`config.mk`:
```
export PLATFORM = sky130hd
export DESIGN_NAME = esoc_div
export DESIGN_NICKNAME = d
export VERILOG_FILES = /design/src/design/esoc_div.sv
export SDC_FILE = /design/constraint.sdc
export NUM_CORES = 1
export LEC_CHECK = 0
export ABC_AREA = 1
export BUFFER_PORTS_ARGS = -buffer_cell sky130_fd_sc_hd__buf_2
export CORE_MARGIN = 1
export CORE_UTILIZATION = 40
export DETAILED_ROUTE_END_ITERATION = 8
export PLACE_DENSITY_LB_ADDON = 0.3
export SLEW_MARGIN = 20
export SYNTH_ARGS = -nofsm -noshare
export SYNTH_HDL_FRONTEND = slang
export SYNTH_SLANG_ARGS = --single-unit
export TNS_END_PERCENT = 5
```
`constraint.sdc`:
```
create_clock -name clk_i -period 6.15 [get_ports clk_i]
set_input_delay 1.23 -clock clk_i [delete_from_list [all_inputs] [get_ports clk_i]]
set_output_delay 1.23 -clock clk_i [all_outputs]
set_load 0.05 [all_outputs]
```
`src/design/esoc_div.sv`:
```
// shared restoring divider, one quotient bit per cycle
`default_nettype none
module esoc_div #(
  parameter int NW = 64,
  parameter int DW = 32
) (
  input  wire logic          clk_i,
  input  wire logic          rst_ni,
  input  wire logic          start_i,
  input  wire logic [NW-1:0] dividend_i,
  input  wire logic [DW-1:0] divisor_i,
  output logic               busy_o,
  output logic               done_o,
  output logic [NW-1:0]      quot_o
);

  localparam int CW = $clog2(NW + 1);

  logic [CW-1:0] cnt_q;
  logic          busy_q;
  logic          done_q;
  logic [NW-1:0] dvd_q;
  logic [DW-1:0] rem_q;
  logic [DW-1:0] dsr_q;

  logic [DW:0] trial;
  logic [DW:0] diff;
  logic        ge;

  assign trial = {rem_q, dvd_q[NW-1]};
  assign ge    = trial >= {1'b0, dsr_q};
  assign diff  = trial - {1'b0, dsr_q};

  always_ff @(posedge clk_i or negedge rst_ni) begin
    if (!rst_ni) begin
      cnt_q  <= '0;
      busy_q <= 1'b0;
      done_q <= 1'b0;
    end else begin
      done_q <= 1'b0;
      if (start_i) begin
        cnt_q  <= CW'(NW);
        busy_q <= 1'b1;
      end else if (busy_q) begin
        cnt_q <= cnt_q - CW'(1);
        if (cnt_q == CW'(1)) begin
          busy_q <= 1'b0;
          done_q <= 1'b1;
        end
      end
    end
  end

  always_ff @(posedge clk_i) begin
    if (start_i) begin
      dvd_q <= dividend_i;
      rem_q <= '0;
      dsr_q <= divisor_i;
    end else if (busy_q) begin
      rem_q <= ge ? diff[DW-1:0] : trial[DW-1:0];
      dvd_q <= {dvd_q[NW-2:0], ge};
    end
  end

  assign busy_o = busy_q;
  assign done_o = done_q;
  assign quot_o = dvd_q;

endmodule
`default_nettype wire

```
Yosys cells after proc, flatten, opt, wreduce, memory -nomap -nowiden
Index checks and enable logic that the tools add are counted.
- add/sub/neg operators: 2
- magnitude comparators: 1
- equal/unequal tests: 1
- multiplexer cells: 11
- reduce and logical (&&, ||, !) cells: 1
- operators with widths (operator ; count):
    2-to-1 mux 64 bit ; 2
    >= comparator 33 x 32 -> 1 bit ; 1
    2-to-1 mux 32 bit ; 1
    subtractor 32 bit ; 1
    2-to-1 mux 7 bit ; 2
    == test 7 x 1 -> 1 bit (second input constant) ; 1
    subtractor 7 x 1 -> 7 bit (second input constant) ; 1
    2-to-1 mux 1 bit ; 6
    nonzero test 2 bit ; 1
- bits in registers: 137
- input bits: 99

Longest topological paths before layout
Gate-level depths: netlist of the first run.
- depth in word-level cells: 4
- gate-level depth with buffers: 17
- depth with buffers taken out: 16

Least setup slack after synthesis of the first run
Ideal clock, no wire load.
- path kind: input to register
- from: input start_i
- to: register dvd_q[0] (netlist: quot_o[0]) (enable)
- data arrival time: 2.938 ns
- setup slack: 2.793 ns
- stages: 3
- path buffers: 1
- cell sequence: clkbuf_1 > nor2_1 > inv_1
- word-level cells in the longest chain between the ends: 1
- ends and longest elaborated chain (item ; RTL line ; RTL):
    from (decl) ; 9 ; input wire logic start_i,
    nonzero test 2 bit (no source line) ; n/a ;
    to (signal assigned) ; 56 ; dvd_q <= dividend_i;
    to (signal assigned) ; 61 ; dvd_q <= {dvd_q[NW-2:0], ge};
    to (decl) ; 22 ; logic [NW-1:0] dvd_q;
Every way passes these cells.
A chain may end at the register's enable or synchronous reset.

Worst setup path in the final report of the first run
- from: input start_i
- to: register dvd_q[30] (netlist: quot_o[30]) (enable)
Same word-level chain as after synthesis.

==> implementation parameters, run 1 <==
Parameter                              Value

Logic synthesis
  Synth Net Count ... 1248
  Post-Syn Instances ... 1114
  Warnings from Yosys ... 0
  Cell variety after synth ... 33
  Post-synthesis sequential element count ... between 100 and 150
  Sequential share of the synthesized area ... 45.7%
  Post-Synthesis Mean Instance Area ... around 7.4 sq um
  Post-synthesis instance area ... 8200 sq um

Timing
  Hold Vio Cnt, Final ... 0
  Setup repair after global routing missed its margin ... false
  Final setup violating endpoints ... 0
  Slew margin rel. ... 36.7%
  Post-route clock skew ... 12.2 ps
  Period minus WS final ... 2960 ps
  Final Slew Violations ... 0
  Fmax ... 0.338 GHz
  Least-Margin Pin Slew ... 948 ps
  Post-Route Setup TNS ... 0 ps
  Period utilization ... 48.2%

Critical path
  Launching element type of the critical path ... input pin
  Capturing element type of the critical path ... flop
  Worst endpoint data arrival time ... 3070 ps
  Crit-path max FO ... 45
  Worst Setup Path Type ... input pin to flop
  Data required, critical path ... 6260 ps

Power and ir drop
  Final total power ... 2660 uW
  Power density cells ... 271 nW/um^2
  IR drop worst, VDD ... 0.180 mV
  Reported leakage power ... 0.00539 uW

GRT
  Antenna violations before repair ... 0
  Pin count of the biggest net entering global routing ... 74
  Total routing usage reported by global routing ... between 20% and 30%
  First-pass GRT wire length ... between 30000 and 40000 um
  Number of global-route vias before repair ... roughly 7000
  Leftover overflow at the end of global routing ... 0

Detailed routing
  Routed wire length ... 20500 um
  DR vias ... just over 7000
  Initial drt markers ... 416
  Highest routed layer ... met4
  Metal3 WL ... between 1000 and 1500 um
  Sum of routed wire segments on met1 ... 9480 um
  ANT nets after route ... 0
  DR WL/cell ... between 10 and 15 um
  Via-to-Cell Ratio ... 4.64
  Routed length on met2 ... 9610 um
  Number of search-and-repair iterations in the first detailed-routing pass ... 5
  Number of design rule violations left after detail routing ... 0

Cells and area
  Final net count ... 1405
  Ant. Diodes ... 0
  Area growth from synthesis to final layout ... 19.9%
  Proportion of layout cells with a drive suffix above 1 ... 16.7%
  Layout Utilization ... 49.7%

Die
  Y dimension of the die ... 145 um
  I/O pins ... 165
  Die area ... 21100 sq um
  Die width ... 145 um
  Starting density of the core ... 41.4%
  Total number of placement rows ... 51
  Area of the placeable core ... ~20000 sq um

Place
  IO Port Bufs ... around 160
  RD Place Congestion ... between 0.8 and 0.9
  DPL Wire Length ... 15000 um

Clocking
  Number of levels in the clock H-tree ... 4
  Clk buf depth ... 2
  Cells resized by post-CTS repair ... 0
  Count of hold buffers inserted by post-cts repair ... 0
  Worst-Skew Late Latency ... 430 ps
  Clock buffers created by TritonCTS ... 17
  # clock sinks ... 137
  Root buffer selected by CTS ... clkbuf_16
  Clock transition at path regs ... 60 ps
  TritonCTS clock tree ... built
  Post-CTS Setup Inserts ... 0

Flow run
  Count of max-cap constraint violations ... 0

Hold path
  Worst min path class ... flop to flop

Outcome
  Status ... finished clean
[metal layers]
metal | GRT usage, % | vias up
met5 | 0 | -
met4 | 5.79 | 0
met3 | 5.38 | 16
met2 | 33.7 | 174
met1 | 25.8 | 3222
li1 | - | 3774
[cells in the final DEF, fill, tap and decap left out, types with 3 or more instances in the layout]
cell type,n
nand2_1,539
buf_4,5
ha_1,34
dfxtp_1,32
edfxtp_1,96
dfrtp_1,9
nand4_1,3
o21ai_0,5
inv_8,4
nand3b_1,44
inv_1,158
a21oi_1,24
nand2_2,3
nor2_2,6
nor3_1,3
xnor2_1,13
nand3_1,53
and2_1,4
buf_2,163
inv_6,5
nor2_1,42
clkbuf_16,17
[kinds of logic (layout without fill, tap and decap cells)]
kind of cell    after synthesis  count (layout)  share of synthesized area [%]
simple gates                704             704                           36.0
buf+inv                     190             360                           9.10
flops                       137             137                           45.7
fa+ha+maj                    35              35                           5.44
compound gates               34              34                           2.20
xor+xnor                     14              14                           1.50
[where the power goes]
| group | internal, uW | switching (uW) |
|---|---|---|
| Sequential | 1080 | 49.5 |
| Clock | 574 | 450 |
| Combinational | 141 | 364 |
| Total | 1800 | 863 |
[per-stage QoR]
step           setup slack, ps  instances  hold WS, ps  cell area (sq um)
2_1_floorplan             2790       1114          444               8200
3_3_place_gp              2520       1517          456               9240
3_5_place_dp              2670       1517          458               9240
4_1_cts                   3140       1549          470               9830
5_1_grt                   3010       1549          484               9830
6_report                  3190       1549          471               9830
[synth_stat cells]
cell type  number  share of area, %
nand2_1       539                25
inv_1         159               7.3
edfxtp_1       96                35
nand3_1        53               3.2
nand3b_1       44               4.0
nor2_1         44               2.0
ha_1           34               5.2
dfxtp_1        32               7.8
a21oi_1        24               1.5
clkbuf_1       19              0.87
xnor2_1        13               1.4
dfrtp_1         9               2.7
buf_2           8              0.49
o21ai_0         5              0.31
and2_1          4              0.31
nor2_2          4              0.31
buf_6           3              0.41
nand2_2         3              0.23
nand4_1         3              0.23
nor3_1          3              0.18
nand2_4         2              0.27
o21bai_1        2              0.18
a211oi_1        1             0.092
a31oi_1         1             0.076
and3_1          1             0.076
fa_1            1              0.24
inv_2           1             0.046
nand3_2         1              0.12
nor2_4          1              0.14
nor3_2          1              0.12
nor4_1          1             0.076
o22ai_1         1             0.076
xor2_1          1              0.11
[registers in the layout (all words and copies together) (netlist names)]
name	count
busy_o	1
cnt_q	7
done_o	1
dsr_q	32
quot_o	64
rem_q	32
[worst paths after layout]
check | from | end | slack, ps | cells past startpoint
worst max register to register | dsr_q[23] | rem_q[21] | 3270 | 15
worst min register to register | rem_q[6] | rem_q[6] | 470 | 2
max in group asynchronous | rst_ni | cnt_q[4] | 5320 | 1
worst max-delay path | start_i | quot_o[30] | 3190 | 5
worst min-delay path | rem_q[6] | rem_q[6] | 470 | 2
min in group asynchronous | rst_ni | cnt_q[2] | 630 | 1
[critical path: stages]
cell	delay, ps
buf_4	320
nor2_2	50
buf_4	260
inv_2	740
buf_4	440
[cell type report]
| type | instances | area (sq um) |
|---|---|---|
| clock buffers | 17 | 425 |
| clock inverters | 15 | 158 |
| fillers | 2014 | 9960 |
| inverters | 160 | 603 |
| multi-input cells | 787 | 3710 |
| flip-flops and latches | 137 | 3750 |
| well taps | 265 | 332 |
| repair buffers | 168 | 853 |
No activity file was read; power rests on OpenSTA's default activity.
==> inputs of run 2 (changes only) <==
==> constraint.sdc (replaced) <==
create_clock -name clk_i -period 2.82 [get_ports clk_i]
set_input_delay 0.564 -clock clk_i [delete_from_list [all_inputs] [get_ports clk_i]]
set_output_delay 0.564 -clock clk_i [all_outputs]
set_load 0.05 [all_outputs]
==> implementation parameters, run 2 (same netlist as run 1, synthesis figures left out) <==
Parameter                              Value

Place
  DPL Wire Length ... 15200 um (+1.5%)
  IO Port Bufs ... 164 (unchanged)
  Place WS ... 447 ps (-2220 ps)
  RD Place Congestion ... 0.896 (+1.6%)

Critical path
  Capturing element type of the critical path ... flop
  Slowest cell on the critical path ... buf_4
  Kind of cell adding the most delay to the critical path ... simple AND/OR/NAND/NOR gates
  Crit path top cell by count ... nand2_1
  Setup crit start ... dsr_q[3]
  Data required, critical path ... 3150 ps (-3110 ps)
  Launch point of the worst reg-to-reg path ... dsr_q[3]
  Worst endpoint data arrival time ... 2730 ps (-340 ps)
  Number of buffers and inverters on the critical path ... 3 (-1)
  Crit path cell chain ... inv_1 > ha_1 > nand2_1 > inv_1 > nand2_1 > nand3_2 > nand2_1 > nand2_2 > nand2_2 > nand2_2 > nand2_4 > buf_4 > nand3b_1 > nand3_1 > nand2_1
  Worst Setup Path Type ... flop to flop
  Crit-path max FO ... 33 (-27%)
  Delay of the slowest cell on the worst path ... 390 ps (-350 ps)
  Launching element type of the critical path ... flop

Power and ir drop
  Power dissipated by switching net loads ... 1930 uW (+120%)
  Reported leakage power ... 0.00544 uW (+0.83%)
  Final total power ... 5860 uW (+120%)
  IR drop worst, VDD ... 0.376 mV (+110%)
  Internal power ... 3940 uW (+120%)
  Power density cells ... 591 nW/um^2 (+120%)
  Share of total power in sequential cells ... 41.9% (-0.6 points)
  Clock share of power ... 39.2% (+0.7 points)
  Part of the power in combinational logic ... 19.0% (about the same)
  Net Sw Frac ... 32.9% (+0.38 points)

Timing
  Least-Margin Pin Slew ... 568 ps (-380 ps)
  Final Slew Violations ... 0 (unchanged)
  Period utilization ... 85.1%
  Period minus WS final ... about 2400 ps
  Setup repair after global routing missed its margin ... false
  Post-Route Setup TNS ... 0 ps (unchanged)
  Post-route setup slack ... 421 ps (-2770 ps)
  Hold Slack ... 307 ps (-164 ps)
  Slew margin rel. ... 62.0% (+25 points)
  Hold Vio Cnt, Final ... 0 (unchanged)
  Final setup violating endpoints ... 0 (unchanged)
  Fmax ... 0.417 GHz
  Post-route clock skew ... 10.5 ps (-1.77 ps)

Clocking
  Worst-Skew Late Latency ... 440 ps (about the same)
  TritonCTS clock tree ... built
  Clock buffers created by TritonCTS ... 17 (unchanged)
  Clock transition at path regs ... 70 ps (about the same)
  Post-CTS Setup Inserts ... 0 (unchanged)
  Count of hold buffers inserted by post-cts repair ... 1 (+1)
  Cells resized by post-CTS repair ... 0 (unchanged)
  # clock sinks ... 137 (unchanged)
  Number of levels in the clock H-tree ... 4 (unchanged)
  Root buffer selected by CTS ... clkbuf_16
  Clk buf depth ... 2 (unchanged)

Hold path
  Hold_sp ... divisor_i[22]
  Worst min path class ... input pin to flop

GRT
  Antenna violations before repair ... 0 (unchanged)
  Number of global-route vias before repair ... 7083 (+0.24%)
  Pin count of the biggest net entering global routing ... 76 (+2.7%)
  Leftover overflow at the end of global routing ... 0 (unchanged)
  Total routing usage reported by global routing ... 20.6% (+0.34 points)
  First-pass GRT wire length ... 34700 um (+0.82%)

Detailed routing
  Number of design rule violations left after detail routing ... 0 (unchanged)
  ANT nets after route ... 0 (unchanged)
  Routed wire length ... 20800 um (+1.7%)
  Via-to-Cell Ratio ... 4.67 (+0.63%)
  Number of search-and-repair iterations in the first detailed-routing pass ... 5 (unchanged)
  DR WL/cell ... 13.4 um (+1.3%)
  DR vias ... 7259 (+1.0%)
  Initial drt markers ... 464 (+12%)

Cells and area
  Proportion of layout cells with a drive suffix above 1 ... 17.1% (+0.39 points)
  Layout Utilization ... 50.1% (+0.45 points)
  Number of flip-flops under the largest register name ... 64 (unchanged)
  Fillcell total ... 1963 (-2.5%)
  Most frequent standard cell in the layout excluding fill and tap cells ... nand2_1
  Ant. Diodes ... 0 (unchanged)
  Area growth from synthesis to final layout ... 21.0%
  Most used cells in the layout excluding fill and tap cells ... nand2_1 (539), buf_2 (163), inv_1 (158)
  Final net count ... 1411 (+0.43%)

Die
  I/O pins ... 165 (unchanged)
  Area of the placeable core ... 19800 sq um (unchanged)
  Total number of placement rows ... 51 (unchanged)
  Starting density of the core ... 41.4% (unchanged)
  Y dimension of the die ... 145 um (unchanged)
  Die area ... 21100 sq um (unchanged)
  Die width ... 145 um (unchanged)

Flow run
  Count of max-cap constraint violations ... 0 (unchanged)

Outcome
  Status ... finished clean
==> run 2: metrics by stage <==
stage	area, sq um	cells
floorplan	8200	1114
global placement	9300	1522
detailed placement	9300	1522
CTS	9910	1555
global route	9910	1555
finish	9910	1555
==> run 2: power by group through the flow <==
stage / logic, uW / registers, uW / clock network [uW]
6_report: 1110 / 2450 / 2300
5_1_grt: 1220 / 2480 / 2430
4_1_cts: 1120 / 2460 / 2340
3_5_place_dp: 1120 / 2490 / 0
3_3_place_gp: 1110 / 2490 / 0
2_1_floorplan: 432 / 2860 / 0
==> run 2: routing by layer <==
| layer | GRT usage, % | part of all wire [%] | up-vias |
|---|---|---|---|
| met4 | 6.79 | 1.9 | 0 |
| met1 | 26.0 | 46 | 3235 |
| met5 | 0 | 0 | - |
| met3 | 6.29 | 7.1 | 30 |
| li1 | - | - | 3786 |
| met2 | 33.5 | 45 | 208 |
==> run 2: worst register-to-register path, stage by stage, from the launching register on <==
cell,delay (ps)
edfxtp_1,320
inv_1,40
ha_1,340
nand2_1,140
inv_1,50
nand2_1,70
nand3_2,110
nand2_1,90
nand2_2,100
nand2_2,110
nand2_2,100
nand2_4,90
buf_4,390
nand3b_1,190
nand3_1,110
nand2_1,50
==> run 2: layout make-up <==
type	count	area, sq um	area share, %
clock buffers	17	425	4.29
well taps	265	332	3.34
multi-input cells	787	3710	37.4
flip-flops and latches	137	3750	37.8
clock inverters	15	176	1.78
inverters	160	601	6.06
repair buffers	174	926	9.34
==> run 2: path summary, 6_finish.rpt <==
| kind | slack [ps] | end | depth (start not counted) |
|---|---|---|---|
| setup / recovery | 420 | rem_q[24] | 15 |
| hold / removal | 310 | dsr_q[22] | 1 |
| setup reg to reg | 420 | rem_q[24] | 15 |
| hold reg to reg | 470 | rem_q[30] | 2 |
| max in group asynchronous | 2130 | cnt_q[0] | 2 |
| min in group asynchronous | 510 | busy_o | 2 |
==> inputs of run 3 (changes only) <==
==> constraint.sdc (replaced) <==
create_clock -name clk_i -period 3 [get_ports clk_i]
set_input_delay 0.6 -clock clk_i [delete_from_list [all_inputs] [get_ports clk_i]]
set_output_delay 0.6 -clock clk_i [all_outputs]
set_load 0.05 [all_outputs]
==> implementation parameters, run 3 (same netlist as run 1, synthesis figures left out) <==
Parameter                              Value

Die
  Die area ... 21100 sq um (unchanged)
  Y dimension of the die ... 145 um (unchanged)
  I/O pins ... 165 (unchanged)
  Total number of placement rows ... 51 (unchanged)
  Area of the placeable core ... 19800 sq um (unchanged)
  Starting density of the core ... 41.4% (unchanged)
  Die width ... 145 um (unchanged)

Place
  IO Port Bufs ... 164 (unchanged)
  DPL Wire Length ... 15300 um (+0.74%)
  Instance area at placement ... 9290 sq um (-0.13%)
  RD Place Congestion ... 0.898 (+0.31%)
  Place WS ... 681 ps (+234 ps)

GRT
  First-pass GRT wire length ... 34500 um (-0.58%)
  Leftover overflow at the end of global routing ... 0 (unchanged)
  GRT Max-Usage Layer ... met2
  Number of global-route vias before repair ... 7008 (-1.1%)
  Met1 track utilization from global routing ... 25.7% (-0.31 points)
  Met3 routing resource usage after global routing ... 6.23% (-0.063 points)
  Pin count of the biggest net entering global routing ... 76 (unchanged)
  Total routing usage reported by global routing ... 20.4% (-0.23 points)
  Antenna violations before repair ... 1 (+1)
  Global-route track usage on met2 ... 34.5% (+0.99 points)

Critical path
  Launch point of the worst reg-to-reg path ... quot_o[63]
  Delay of the slowest cell on the worst path ... 420 ps (+30 ps)
  Slowest cell on the critical path ... fa_1
  Crit path cell chain ... inv_1 > ha_1 > fa_1 > inv_1 > nand3_1 > nand3_1 > nand2_1 > nand3_1 > nand2_1 > nand3_1 > nand2_1 > nand2_1 > nand2_1 > nand3_1 > nand2_1
  Endpoint of the worst-slack reg-to-reg timing path ... rem_q[24]
  Crit path depth ... 15 (unchanged)
  Data required, critical path ... 3320 ps (+170 ps)
  Crit-path max FO ... 3 (-91%)
  Worst Setup Path Type ... flop to flop
  Worst endpoint data arrival time ... 2630 ps (-100 ps)
  Number of cells on the worst reg-to-reg path ... 15 (unchanged)
  Number of buffers and inverters on the critical path ... 2 (-1)
  Crit path top cell by count ... nand2_1
  Launching element type of the critical path ... flop
  R2R Setup Slk ... 690 ps (+270 ps)
  Kind of cell adding the most delay to the critical path ... simple AND/OR/NAND/NOR gates
  Capturing element type of the critical path ... flop

Timing
  Hold Vio Cnt, Final ... 0 (unchanged)
  Period minus WS final ... 2310 ps (-86.5 ps)
  Period utilization ... 77.1% (-8.0 points)
  Slew margin rel. ... 46.8% (-15 points)
  Post-route setup slack ... 687 ps (+267 ps)
  Post-Route Setup TNS ... 0 ps (unchanged)
  Hold Slack ... 339 ps (+32.2 ps)
  Setup repair after global routing missed its margin ... false
  Final Slew Violations ... 0 (unchanged)
  Least-Margin Pin Slew ... 798 ps (+230 ps)
  Fmax ... 0.432 GHz (+3.7%)
  Post-route clock skew ... 11.3 ps (+0.821 ps)
  Final setup violating endpoints ... 0 (unchanged)

Cells and area
  Proportion of layout cells with a drive suffix above 1 ... 17.1% (-0.078 points)
  Fillcell total ... 2036 (+3.7%)
  Final std cell area, no fill ... 9890 sq um (-0.27%)
  Most used cells in the layout excluding fill and tap cells ... nand2_1 (539), buf_2 (163), inv_1 (158)
  Most frequent standard cell in the layout excluding fill and tap cells ... nand2_1
  Final net count ... 1411 (unchanged)
  Area growth from synthesis to final layout ... 20.7%
  Number of flip-flops under the largest register name ... 64 (unchanged)
  Layout Utilization ... 50.0% (-0.13 points)

Clocking
  Cells resized by post-CTS repair ... 0 (unchanged)
  Clock buffers created by TritonCTS ... 17 (unchanged)
  Worst-Skew Late Latency ... 430 ps (about the same)
  Number of levels in the clock H-tree ... 4 (unchanged)
  Clk buf depth ... 2 (unchanged)
  Root buffer selected by CTS ... clkbuf_16
  # clock sinks ... 137 (unchanged)
  TritonCTS clock tree ... built
  Clock transition at path regs ... 70 ps (about the same)

Detailed routing
  Number of design rule violations left after detail routing ... 0 (unchanged)
  ANT nets after route ... 0 (unchanged)
  Initial drt markers ... 414 (-11%)
  DR WL/cell ... 13.3 um (-0.56%)
  Number of search-and-repair iterations in the first detailed-routing pass ... 6 (+1)
  DR vias ... 7280 (+0.29%)
  Via-to-Cell Ratio ... 4.68 (+0.22%)
  Routed wire length ... 20700 um (-0.49%)

Hold path
  Instance count along the most critical hold path ... 1 (unchanged)
  Hold_sp ... divisor_i[20]
  Worst min path class ... input pin to flop
  Hold worst-path end ... dsr_q[20]

Power and ir drop
  Reported leakage power ... 0.00542 uW (-0.40%)
  IR drop worst, VDD ... 0.463 mV (+23%)
  Power density cells ... 552 nW/um^2 (-6.6%)

Outcome
  Status ... finished clean

Flow run
  Count of max-cap constraint violations ... 0 (unchanged)
-- run 3: changes by cell type in the layout (fill, tap and decap cells not counted), sizes merged --
cell / previous run / this run
clkinvlp: 0 / 2
diode: 0 / 1
inv: 170 / 168
-- run 3: cell type report --
class / instances / area (sq um) / area share, %
Sequential cell: 137 / 3750 / 37.9
Tap cell: 265 / 332 / 3.35
Inverter: 160 / 601 / 6.07
Antenna cell: 1 / 2.50 / 0.0253
Clock buffer: 17 / 425 / 4.30
Multi-Input combinational cell: 787 / 3710 / 37.5
Timing Repair Buffer: 174 / 913 / 9.24
Clock inverter: 15 / 160 / 1.62
-- run 3: worst max path at each step --
stage	startpoint	end	slack, ps
2_1_floorplan	start_i	quot_o[0]	270
3_3_place_gp	quot_o[63]	rem_q[24]	720
3_5_place_dp	quot_o[63]	rem_q[24]	680
4_1_cts	quot_o[63]	rem_q[24]	670
5_1_grt	quot_o[63]	rem_q[16]	430
6_report	quot_o[63]	rem_q[24]	690
-- run 3: timing repair --
item / CTS / global route
hold buffers: 1 / 0
setup buffers: 0 / 0
endpoints found under the hold margin: 4 / 0
-- run 3: power breakdown --
group	switching [uW]	total, uW	internal (uW)
combinational	751	1040	292
sequential	99.3	2310	2210
clock	930	2110	1180
-- run 3: routing by layer --
metal	share of wire [%]	wire length (um)
met5	0.082	17
met4	0.65	134
met3	6.8	1410
met2	47	9750
met1	45	9430
-- run 3: through the flow --
stage / power [uW] / cells
5_1_grt: 5710 / 1555
2_1_floorplan: 3100 / 1114
3_5_place_dp: 3400 / 1522
4_1_cts: 5520 / 1555
3_3_place_gp: 3380 / 1522
6_report: 5460 / 1556
